<file path="src/hdl/wsr_pkg.sv">
// shared types and constants of the wilkes square root block
`timescale 1ns / 1ps

package wsr_pkg;

   // fixed field widths
   localparam int X_BITS     = 32;
   localparam int EPS_BITS   = 21;
   localparam int LIM_BITS   = 6;
   localparam int CSR_IDX_BITS  = 4;
   localparam int CSR_DATA_BITS = 32;

   // register indexes
   localparam logic [CSR_IDX_BITS-1:0] CSR_EPSILON = 4'd0;
   localparam logic [CSR_IDX_BITS-1:0] CSR_LIMIT   = 4'd1;

   // register reset values
   localparam logic [EPS_BITS-1:0] EPS_RESET = 21'd1;
   localparam logic [LIM_BITS-1:0] LIM_RESET = 6'd40;

   // sequencer states
   typedef enum logic [2:0] {
      ST_IDLE,
      ST_AC_GO,
      ST_AC_WAIT,
      ST_CC_GO,
      ST_CC_WAIT,
      ST_CT_GO,
      ST_CT_WAIT,
      ST_CHECK
   } state_type;

   // right shift applied to a product magnitude
   typedef enum logic [1:0] {
      SHIFT_F,
      SHIFT_F1,
      SHIFT_F2
   } shift_type;

   // request from the sequencer to the multiplier
   typedef struct packed {
      logic      start;
      shift_type shift;
   } mul_ctrl_type;

endpackage

</file>
<file path="src/hdl/wsr_mul.sv">
// shift-and-add multiplier, one multiplier bit per cycle, with scaling and saturation
`timescale 1ns / 1ps

module wsr_mul #(
   parameter int FRACTION_BITS = 30
) (
   input  logic                          clock,
   input  logic                          reset,
   input  wsr_pkg::mul_ctrl_type         ctrl,
   input  logic signed [FRACTION_BITS+3:0] op_a,
   input  logic signed [FRACTION_BITS+3:0] op_b,
   output logic                          done,
   output logic signed [FRACTION_BITS+3:0] result,
   output logic        [FRACTION_BITS+2:0] result_mag
);

   localparam int W    = FRACTION_BITS + 4;
   localparam int M    = FRACTION_BITS + 3;
   localparam int PW   = 2 * M;
   localparam int CNTW = $clog2(M);

   logic                  run_ff;
   logic                  fin_ff;
   logic                  done_ff;
   logic [CNTW-1:0]       cnt_ff;
   logic [M-1:0]          mcand_ff;
   logic [PW-1:0]         prod_ff;
   logic                  neg_ff;
   wsr_pkg::shift_type    shift_ff;
   logic signed [W-1:0]   result_ff;
   logic [M-1:0]          mag_ff;

   logic [W-1:0]          abs_a;
   logic [W-1:0]          abs_b;
   logic [M:0]            sum;
   logic                  ovf;
   logic [M-1:0]          q;
   logic [M-1:0]          q_sat;

   // operands never exceed the saturation bound, so magnitudes fit m bits
   assign abs_a = op_a[W-1] ? -op_a : op_a;
   assign abs_b = op_b[W-1] ? -op_b : op_b;

   assign sum = {1'b0, prod_ff[PW-1:M]} + (prod_ff[0] ? {1'b0, mcand_ff} : '0);

   always_comb begin
      unique case (shift_ff)
         wsr_pkg::SHIFT_F1: begin
            ovf = |prod_ff[PW-1:M+FRACTION_BITS+1];
            q   = prod_ff[M+FRACTION_BITS:FRACTION_BITS+1];
         end
         wsr_pkg::SHIFT_F2: begin
            ovf = |prod_ff[PW-1:M+FRACTION_BITS+2];
            q   = prod_ff[M+FRACTION_BITS+1:FRACTION_BITS+2];
         end
         default: begin
            ovf = |prod_ff[PW-1:M+FRACTION_BITS];
            q   = prod_ff[M+FRACTION_BITS-1:FRACTION_BITS];
         end
      endcase
      q_sat = ovf ? '1 : q;
   end

   always_ff @(posedge clock) begin
      if (reset) begin
         run_ff  <= 1'b0;
         fin_ff  <= 1'b0;
         done_ff <= 1'b0;
      end else begin
         done_ff <= fin_ff;
         fin_ff  <= run_ff && (cnt_ff == CNTW'(M - 1));
         if (ctrl.start) begin
            run_ff <= 1'b1;
         end else if (run_ff && (cnt_ff == CNTW'(M - 1))) begin
            run_ff <= 1'b0;
         end
      end
   end

   always_ff @(posedge clock) begin
      if (ctrl.start) begin
         mcand_ff <= abs_a[M-1:0];
         prod_ff  <= {{M{1'b0}}, abs_b[M-1:0]};
         neg_ff   <= op_a[W-1] ^ op_b[W-1];
         shift_ff <= ctrl.shift;
         cnt_ff   <= '0;
      end else if (run_ff) begin
         prod_ff <= {sum, prod_ff[M-1:1]};
         cnt_ff  <= cnt_ff + CNTW'(1);
      end
      if (fin_ff) begin
         mag_ff    <= q_sat;
         result_ff <= neg_ff ? -signed'(W'(q_sat)) : signed'(W'(q_sat));
      end
   end

   assign done       = done_ff;
   assign result     = result_ff;
   assign result_mag = mag_ff;

endmodule

</file>
<file path="src/hdl/wilkes_square_root.sv">
// top level of the wilkes square root block: registers, sequencer and result port
`timescale 1ns / 1ps

// Wilkes-Wheeler-Gill square root of one unsigned Q2.F operand (F = FRACTION_BITS),
// result in the same format. An item is taken when start is high and busy is low;
// for an operand in range busy then stays high until the result has been produced.
// Each result appears on the rsp_ ports for one cycle with rsp_valid high and must
// be taken then: the receiver cannot stall the block. An operand of zero or of three
// or more is answered the cycle after it is taken with rsp_range_error set and the
// operand returned as the root, and busy stays low. Otherwise the result strobe comes
// after n iterations of the loop, n being the iteration count (1 .. iteration_limit),
// and the next item can be taken in the same cycle as that strobe. The pace is set by
// the single shift-and-add multiplier, which retires one multiplier bit per cycle (F+3
// bits, plus launch, scaling and hand-back for each product) and serves the three
// dependent products of each iteration in turn; a check state in each iteration makes
// the stop test. No clearing pass follows reset. Registers: index 0 epsilon_lsbs (21
// bits, reset 1), index 1 iteration_limit (6 bits, reset 40, zero acts as one); other
// indexes are ignored.

module wilkes_square_root #(
   parameter int FRACTION_BITS = 30
) (
   input  logic                               clock,
   input  logic                               reset,
   input  logic                               start,
   output logic                               busy,
   input  logic [wsr_pkg::X_BITS-1:0]         req_x_value,
   output logic                               rsp_valid,
   output logic [wsr_pkg::X_BITS-1:0]         rsp_root,
   output logic [wsr_pkg::LIM_BITS-1:0]       rsp_iteration_count,
   output logic                               rsp_range_error,
   output logic                               rsp_limit_reached,
   input  logic                               csr_valid,
   output logic                               csr_ready,
   input  logic [wsr_pkg::CSR_IDX_BITS-1:0]   csr_index,
   input  logic [wsr_pkg::CSR_DATA_BITS-1:0]  csr_wdata
);

   // working words are signed q3.f, magnitudes q2.f plus one bit
   localparam int W  = FRACTION_BITS + 4;
   localparam int M  = FRACTION_BITS + 3;
   localparam int CW = (M > wsr_pkg::EPS_BITS) ? M : wsr_pkg::EPS_BITS;
   localparam int XW = (W > 34) ? W : 34;

   localparam logic signed [W:0] WORK_MAX_E =
      signed'({2'b00, {(W-1){1'b1}}});
   localparam logic signed [W:0] THREE_E =
      signed'({{(W-1-FRACTION_BITS){1'b0}}, 2'b11, {FRACTION_BITS{1'b0}}});
   localparam logic signed [W-1:0] ONE_Q =
      signed'({{(W-1-FRACTION_BITS){1'b0}}, 1'b1, {FRACTION_BITS{1'b0}}});
   localparam logic [63:0] THREE_X = 64'd3 << FRACTION_BITS;

   // configuration registers
   logic [wsr_pkg::EPS_BITS-1:0] eps_ff;
   logic [wsr_pkg::LIM_BITS-1:0] lim_ff;

   // sequencer
   wsr_pkg::state_type state_ff;
   wsr_pkg::state_type state_in;

   // working values
   logic signed [W-1:0]          a_ff;
   logic signed [W-1:0]          c_ff;
   logic signed [W-1:0]          sq_ff;
   logic signed [W-1:0]          t_ff;
   logic [wsr_pkg::LIM_BITS-1:0] step_ff;

   // result register
   logic                         rsp_valid_ff;
   logic                         rsp_valid_in;
   logic [wsr_pkg::X_BITS-1:0]   rsp_root_ff;
   logic [wsr_pkg::LIM_BITS-1:0] rsp_count_ff;
   logic                         rsp_err_ff;
   logic                         rsp_lim_ff;

   // multiplier hookup
   wsr_pkg::mul_ctrl_type        mul_ctrl;
   logic signed [W-1:0]          mul_a;
   logic signed [W-1:0]          mul_b;
   logic                         mul_done;
   logic signed [W-1:0]          mul_result;
   logic [M-1:0]                 mul_mag;

   // decisions
   logic                         accept;
   logic                         x_bad;
   logic                         converged;
   logic                         at_limit;
   logic                         finish;
   logic [wsr_pkg::LIM_BITS-1:0] lim_eff;
   logic signed [XW-1:0]         a_ext;
   logic [wsr_pkg::X_BITS-1:0]   root_clamp;

   // subtract result clamped to +-(2^(f+3) - 1)
   function automatic logic signed [W-1:0] sat_work(input logic signed [W:0] v);
      logic signed [W:0] r;
      r = v;
      if (v > WORK_MAX_E) begin
         r = WORK_MAX_E;
      end else if (v < -WORK_MAX_E) begin
         r = -WORK_MAX_E;
      end
      return signed'(r[W-1:0]);
   endfunction

   assign csr_ready = 1'b1;

   // register writes; unknown indexes fall through
   always_ff @(posedge clock) begin
      if (reset) begin
         eps_ff <= wsr_pkg::EPS_RESET;
         lim_ff <= wsr_pkg::LIM_RESET;
      end else if (csr_valid && csr_ready) begin
         unique case (csr_index)
            wsr_pkg::CSR_EPSILON: eps_ff <= csr_wdata[wsr_pkg::EPS_BITS-1:0];
            wsr_pkg::CSR_LIMIT:   lim_ff <= csr_wdata[wsr_pkg::LIM_BITS-1:0];
            default: ;
         endcase
      end
   end

   assign accept = start && !busy;

   // operand must lie strictly between zero and three
   assign x_bad = (req_x_value == '0) ||
                  ({{(64-wsr_pkg::X_BITS){1'b0}}, req_x_value} >= THREE_X);

   // stop tests, valid in the check state once the new c is in place
   assign lim_eff   = (lim_ff == '0) ? wsr_pkg::LIM_BITS'(1) : lim_ff;
   assign converged = CW'(mul_mag) < CW'(eps_ff);
   assign at_limit  = step_ff >= lim_eff;
   assign finish    = converged || at_limit;

   // root clamped into the unsigned output range
   assign a_ext = XW'(a_ff);
   always_comb begin
      if (a_ext[XW-1]) begin
         root_clamp = '0;
      end else if (|a_ext[XW-2:wsr_pkg::X_BITS]) begin
         root_clamp = '1;
      end else begin
         root_clamp = a_ext[wsr_pkg::X_BITS-1:0];
      end
   end

   // next state
   always_comb begin
      state_in = state_ff;
      unique case (state_ff)
         wsr_pkg::ST_IDLE:    if (accept && !x_bad) state_in = wsr_pkg::ST_AC_GO;
         wsr_pkg::ST_AC_GO:   state_in = wsr_pkg::ST_AC_WAIT;
         wsr_pkg::ST_AC_WAIT: if (mul_done) state_in = wsr_pkg::ST_CC_GO;
         wsr_pkg::ST_CC_GO:   state_in = wsr_pkg::ST_CC_WAIT;
         wsr_pkg::ST_CC_WAIT: if (mul_done) state_in = wsr_pkg::ST_CT_GO;
         wsr_pkg::ST_CT_GO:   state_in = wsr_pkg::ST_CT_WAIT;
         wsr_pkg::ST_CT_WAIT: if (mul_done) state_in = wsr_pkg::ST_CHECK;
         wsr_pkg::ST_CHECK:   state_in = finish ? wsr_pkg::ST_IDLE : wsr_pkg::ST_AC_GO;
      endcase
   end

   // sequencer outputs: multiplier launches and the result strobe
   always_comb begin
      busy           = (state_ff != wsr_pkg::ST_IDLE);
      mul_ctrl.start = 1'b0;
      mul_ctrl.shift = wsr_pkg::SHIFT_F;
      mul_a          = a_ff;
      mul_b          = c_ff;
      rsp_valid_in   = 1'b0;
      unique case (state_ff)
         wsr_pkg::ST_IDLE: begin
            rsp_valid_in = accept && x_bad;
         end
         // root * c / 2
         wsr_pkg::ST_AC_GO: begin
            mul_ctrl.start = 1'b1;
            mul_ctrl.shift = wsr_pkg::SHIFT_F1;
         end
         // c * c, still the old c
         wsr_pkg::ST_CC_GO: begin
            mul_ctrl.start = 1'b1;
            mul_a          = c_ff;
         end
         // c^2 * (c - 3) / 4
         wsr_pkg::ST_CT_GO: begin
            mul_ctrl.start = 1'b1;
            mul_ctrl.shift = wsr_pkg::SHIFT_F2;
            mul_a          = sq_ff;
            mul_b          = t_ff;
         end
         wsr_pkg::ST_CHECK: begin
            rsp_valid_in = finish;
         end
         default: ;
      endcase
   end

   always_ff @(posedge clock) begin
      if (reset) begin
         state_ff     <= wsr_pkg::ST_IDLE;
         rsp_valid_ff <= 1'b0;
      end else begin
         state_ff     <= state_in;
         rsp_valid_ff <= rsp_valid_in;
      end
   end

   // datapath
   always_ff @(posedge clock) begin
      unique case (state_ff)
         wsr_pkg::ST_IDLE: begin
            if (accept) begin
               a_ff    <= W'(req_x_value);
               step_ff <= '0;
               if (x_bad) begin
                  c_ff         <= '0;
                  rsp_root_ff  <= req_x_value;
                  rsp_count_ff <= '0;
                  rsp_err_ff   <= 1'b1;
                  rsp_lim_ff   <= 1'b0;
               end else begin
                  c_ff <= W'(req_x_value) - ONE_Q;
               end
            end
         end
         wsr_pkg::ST_AC_WAIT: begin
            if (mul_done) a_ff <= sat_work((W+1)'(a_ff) - (W+1)'(mul_result));
         end
         wsr_pkg::ST_CC_GO: begin
            t_ff <= sat_work((W+1)'(c_ff) - THREE_E);
         end
         wsr_pkg::ST_CC_WAIT: begin
            if (mul_done) sq_ff <= mul_result;
         end
         wsr_pkg::ST_CT_WAIT: begin
            if (mul_done) begin
               c_ff    <= mul_result;
               step_ff <= step_ff + wsr_pkg::LIM_BITS'(1);
            end
         end
         wsr_pkg::ST_CHECK: begin
            if (finish) begin
               rsp_root_ff  <= root_clamp;
               rsp_count_ff <= step_ff;
               rsp_err_ff   <= 1'b0;
               // converging on the last allowed pass is not a limit stop
               rsp_lim_ff   <= !converged;
            end
         end
         default: ;
      endcase
   end

   wsr_mul #(
      .FRACTION_BITS(FRACTION_BITS)
   ) u_mul (
      .clock      (clock),
      .reset      (reset),
      .ctrl       (mul_ctrl),
      .op_a       (mul_a),
      .op_b       (mul_b),
      .done       (mul_done),
      .result     (mul_result),
      .result_mag (mul_mag)
   );

   assign rsp_valid           = rsp_valid_ff;
   assign rsp_root            = rsp_root_ff;
   assign rsp_iteration_count = rsp_count_ff;
   assign rsp_range_error     = rsp_err_ff;
   assign rsp_limit_reached   = rsp_lim_ff;

endmodule

</file>
<file path="config.mk">
export PLATFORM = sky130hd
export DESIGN_NAME = wilkes_square_root
export DESIGN_NICKNAME = d
export VERILOG_FILES = /design/src/hdl/wsr_pkg.sv /design/src/hdl/wsr_mul.sv /design/src/hdl/wilkes_square_root.sv
export SDC_FILE = /design/constraint.sdc
export NUM_CORES = 1
export LEC_CHECK = 0
export BUFFER_PORTS_ARGS = -buffer_cell sky130_fd_sc_hd__buf_2
export CAP_MARGIN = 15
export CORE_MARGIN = 3
export CORE_UTILIZATION = 60
export CTS_BUF_LIST = sky130_fd_sc_hd__clkbuf_8
export CTS_CLUSTER_SIZE = 16
export DETAILED_ROUTE_END_ITERATION = 10
export GPL_TIMING_DRIVEN = 0
export HOLD_SLACK_MARGIN = 0.05
export PLACE_DENSITY_LB_ADDON = 0.15
export SLEW_MARGIN = 10
export SYNTH_ARGS = -nofsm -noshare
export SYNTH_HDL_FRONTEND = slang
export SYNTH_SLANG_ARGS = --single-unit
</file>
<file path="constraint.sdc">
create_clock -name clock -period 6.75 [get_ports clock]
set_input_delay 0 -clock clock [delete_from_list [all_inputs] [get_ports clock]]
set_output_delay 0 -clock clock [all_outputs]
set_load 0.03 [all_outputs]
</file>
==> run_results.csv <==
group,metric,value,unit
outcome,outcome,"complete, no violations",
cells_and_area,regArea,10980,sq um
setup_path,worstPathRequired,7.13,ns
sta,holdWs,0.2137,ns
sta,setup_viol,0,
placement,place.gp.congestion,1.009,
yosys,synth_edf_count,317,
sta,slew-limit-headroom,29.14,%
setup_path,end_kind,"flop",
hold_path,holdCritStartpoint,"csr_wdata[5]",
detailed_routing,first_pass_iters,8,
setup_path,max_stage_delay,0.64,ns
setup_path,slowest_stage,"clkbuf_1",
yosys,ys_async_sr_fraction,0,%
grt,grt_pass1_vias,21270,
cells_and_area,final_common_cell,"nand2_1",
die,die_w,206.6,microns
cells_and_area,antennaDiodeCount,0,
setup_path,critPathBufInv,5,
setup_path,crit_chain,"inv_1 -> ha_1 -> buf_6 -> nor2_1 -> o21bai_1 -> nand2_2 -> clkbuf_1 -> clkbuf_1 -> clkbuf_1 -> and2_1 -> ha_1 -> nand4_1 -> nor3_2 -> nand2_1 -> nor3_2 -> nand4_1 -> or3_1 -> o31ai_1 -> xnor2_1",
clock_network,cts-htree-levels,3,
clock_network,cts_buffers,68,
die,ios,115,
sta,slew_violations,0,
clock_network,clk_pin_slew,0.07,ns
cells_and_area,drive_gt1_share,10.16,%
hold_path,hold_path_class,"input port to flop",
yosys,yosysWarnings,0,
pwr,vdd_drop_max,0.0002278,V
sta,fin_crit,6.251,ns
detailed_routing,dr_total_vias,22460,
grt,antenna_found_initial,0,
setup_path,cp_common_cell,"clkbuf_1",
placement,dpl_cell_area,25500,sq um
grt,grt_pass1_wl,128300,microns
pwr,p_per_area,271.6,nW/um^2
die,chipHeight,206.6,microns
grt,grt_start_max_net_pins,68,
yosys,syn_nets,2739,
placement,port_buffers,101,
clock_network,post_cts_resize_count,0,
placement,hpwl,64220,microns
cells_and_area,syn2layout_area_growth,14.40,%
sta,setup_slack,0.4992,ns
yosys,synth_seq_cells,390,
cells_and_area,final_cell_mix,"336 x nand2_1, 317 x edfxtp_1, 222 x nor2_1",
setup_path,crit_type,"flop to flop",
setup_path,start_kind,"flop",
sta,max_freq,160.0,MHz
die,start_util,61.64,%
sta,worst_pin_slew,1.063,ns
clock_network,cts_max_path_buffers,3,
detailed_routing,vias_per_cell,6.622,
die,dieArea,42700,sq um
cells_and_area,final_nets,2999,
grt,track_usage,40.09,%
yosys,syn_inst,2560,
cells_and_area,nFillCells,2869,
sta,finalCritPeriodShare,92.60,%
yosys,netlist_area,24150,sq um
sta,rsz0062_at_grt,"no",
clock_network,numClockSinks,390,
die,std_cell_rows,72,
grt,grt-ovfl-total,0,
setup_path,crit_arrival,6.63,ns
detailed_routing,postRouteAntennaNets,0,
cells_and_area,fin_area,27630,sq um
yosys,syn_avg_cell_area,9.435,sq um
flow_run,max_cap_viol_count,0,
die,core_area,39190,sq um
setup_path,crit_start,"u_mul.shift_ff[0]",
detailed_routing,drcViolationCount,0,
sta,fin_worst_skew,0.02591,ns
detailed_routing,wl,86770,microns
yosys,synth_cell_type_count,96,
setup_path,cp_top_family,"simple AND/OR/NAND/NOR gates",
placement,place_ws,0.8868,ns
clock_network,clock_latency,0.65,ns
clock_network,cts-root-buf,"clkbuf_8",
sta,timing.setup.tns,0,ns
sta,timing_hold_violations_final,0,
pwr,leakage,10.78,nW
cells_and_area,multi_input_area,12050,sq um
detailed_routing,avgRoutedWirePerCell,25.58,microns
setup_path,crit_fanout,10,
yosys,ys_seq_area_share,45.46,%
clock_network,cts_setup_buffers,0,
clock_network,cts_tree,"built",
setup_path,r2r-start,"u_mul.shift_ff[0]",
clock_network,holdBufCountCts,79,
detailed_routing,drt-initial-drc-count,3397,
yosys,ys.flop_type,"edfxtp_1",
## logic make-up (layout without fill, tap and decap cells)
kind of cell | Yosys count | after routing | share of synthesized area, %
and+or+nand+nor | 871 | 871 | 17.02
other | 1 | 1 | 0.01553
buffers and inverters | 276 | 590 | 4.823
xor gates and xnor gates | 154 | 154 | 5.615
adders and majority gates | 107 | 107 | 5.605
muxes | 46 | 46 | 1.917
AOI/OAI and AO/OA | 715 | 715 | 19.54
DFF | 390 | 390 | 45.46
## flip-flops by register name (all words and copies together) (netlist names)
name                 count
u_mul.shift_ff           2
c_ff                    34
a_ext                   34
eps_ff                  21
u_mul.fin_ff             1
u_mul.result            33
rsp_iteration_count      6
u_mul.cnt_ff             6
u_mul.run_ff             1
rsp_valid                1
t_ff                    34
u_mul.done               1
rsp_root                32
sq_ff                   34
rsp_range_error          1
u_mul.result_mag        33
u_mul.neg_ff             1
step_ff                  6
u_mul.mcand_ff          33
u_mul.prod_ff           66
rsp_limit_reached        1
state_ff                 3
lim_ff                   6
## metal layers
layer	share of wire [%]	wire (microns)	up-vias	global-route usage (%)
met5	0	0	-	0
met4	5.1	4444	0	18.45
met3	13	11130	291	9.817
met2	43	37680	1624	61.03
met1	39	33510	10650	54.50
li1	-	-	9897	-
## Yosys cell counts (17+ instances only)
master | count | share of area, %
a21oi_1 | 179 | 3.7
nor3_1 | 41 | 0.85
mux2i_1 | 44 | 1.8
o21ai_0 | 149 | 3.1
clkbuf_1 | 92 | 1.4
o21a_1 | 42 | 1.3
buf_2 | 31 | 0.64
a221oi_1 | 23 | 0.83
a221o_1 | 26 | 1.1
a21o_1 | 41 | 1.3
nand2b_1 | 35 | 0.91
nor4_1 | 17 | 0.44
xnor2_1 | 89 | 3.2
and3_1 | 25 | 0.65
dfxtp_1 | 73 | 6.1
edfxtp_1 | 317 | 39
ha_1 | 105 | 5.4
and2_1 | 48 | 1.2
nor2_1 | 222 | 3.4
o22ai_1 | 33 | 0.85
nand4_1 | 44 | 1.1
inv_1 | 127 | 2.0
nand2_1 | 338 | 5.3
nand3_1 | 28 | 0.58
xor2_1 | 64 | 2.3
a31oi_1 | 25 | 0.65
o31ai_1 | 48 | 1.5
## final cells by class
type	instances	share of cell area [%]
Buffer	146	2.459
Clock buffer	69	3.437
Clock inverter	55	1.422
Inverter	130	1.766
Multi-Input combinational cell	1894	43.59
Sequential cell	390	39.75
Tap cell	518	2.346
Timing Repair Buffer	190	5.225
## path summary, 6_finish.rpt
kind / to / slack [ns] / cells past startpoint
max reg2reg: u_mul.result[32] / 0.50 / 19
max: u_mul.result[32] / 0.50 / 19
min reg2reg: sq_ff[28] / 0.47 / 0
min: eps_ff[5] / 0.21 / 4
## tightest hold or removal path, cell delays in order
cell and delay [ns]:
dlygate4sd3_1 0.53, buf_2 0.13, nand2_1 0.09, a21oi_1 0.06
## stage by stage
stage | util, % | total power (W) | std cells
after floorplan | - | 0.004547 | 2560
after global placement | 64.58 | 0.005145 | 3179
after detailed placement | 65.06 | 0.005213 | 3189
after CTS | 70.50 | 0.007416 | 3392
after global routing | 70.51 | 0.007798 | 3392
final | 70.51 | 0.007506 | 3392
## report_power, final
group,internal [W],switching (W),total (W)
Combinational,0.000787,0.00135,0.00214
Sequential,0.00289,0.000251,0.00314
Clock,0.00116,0.00106,0.00222
Power figures use the tool's default switching activity.
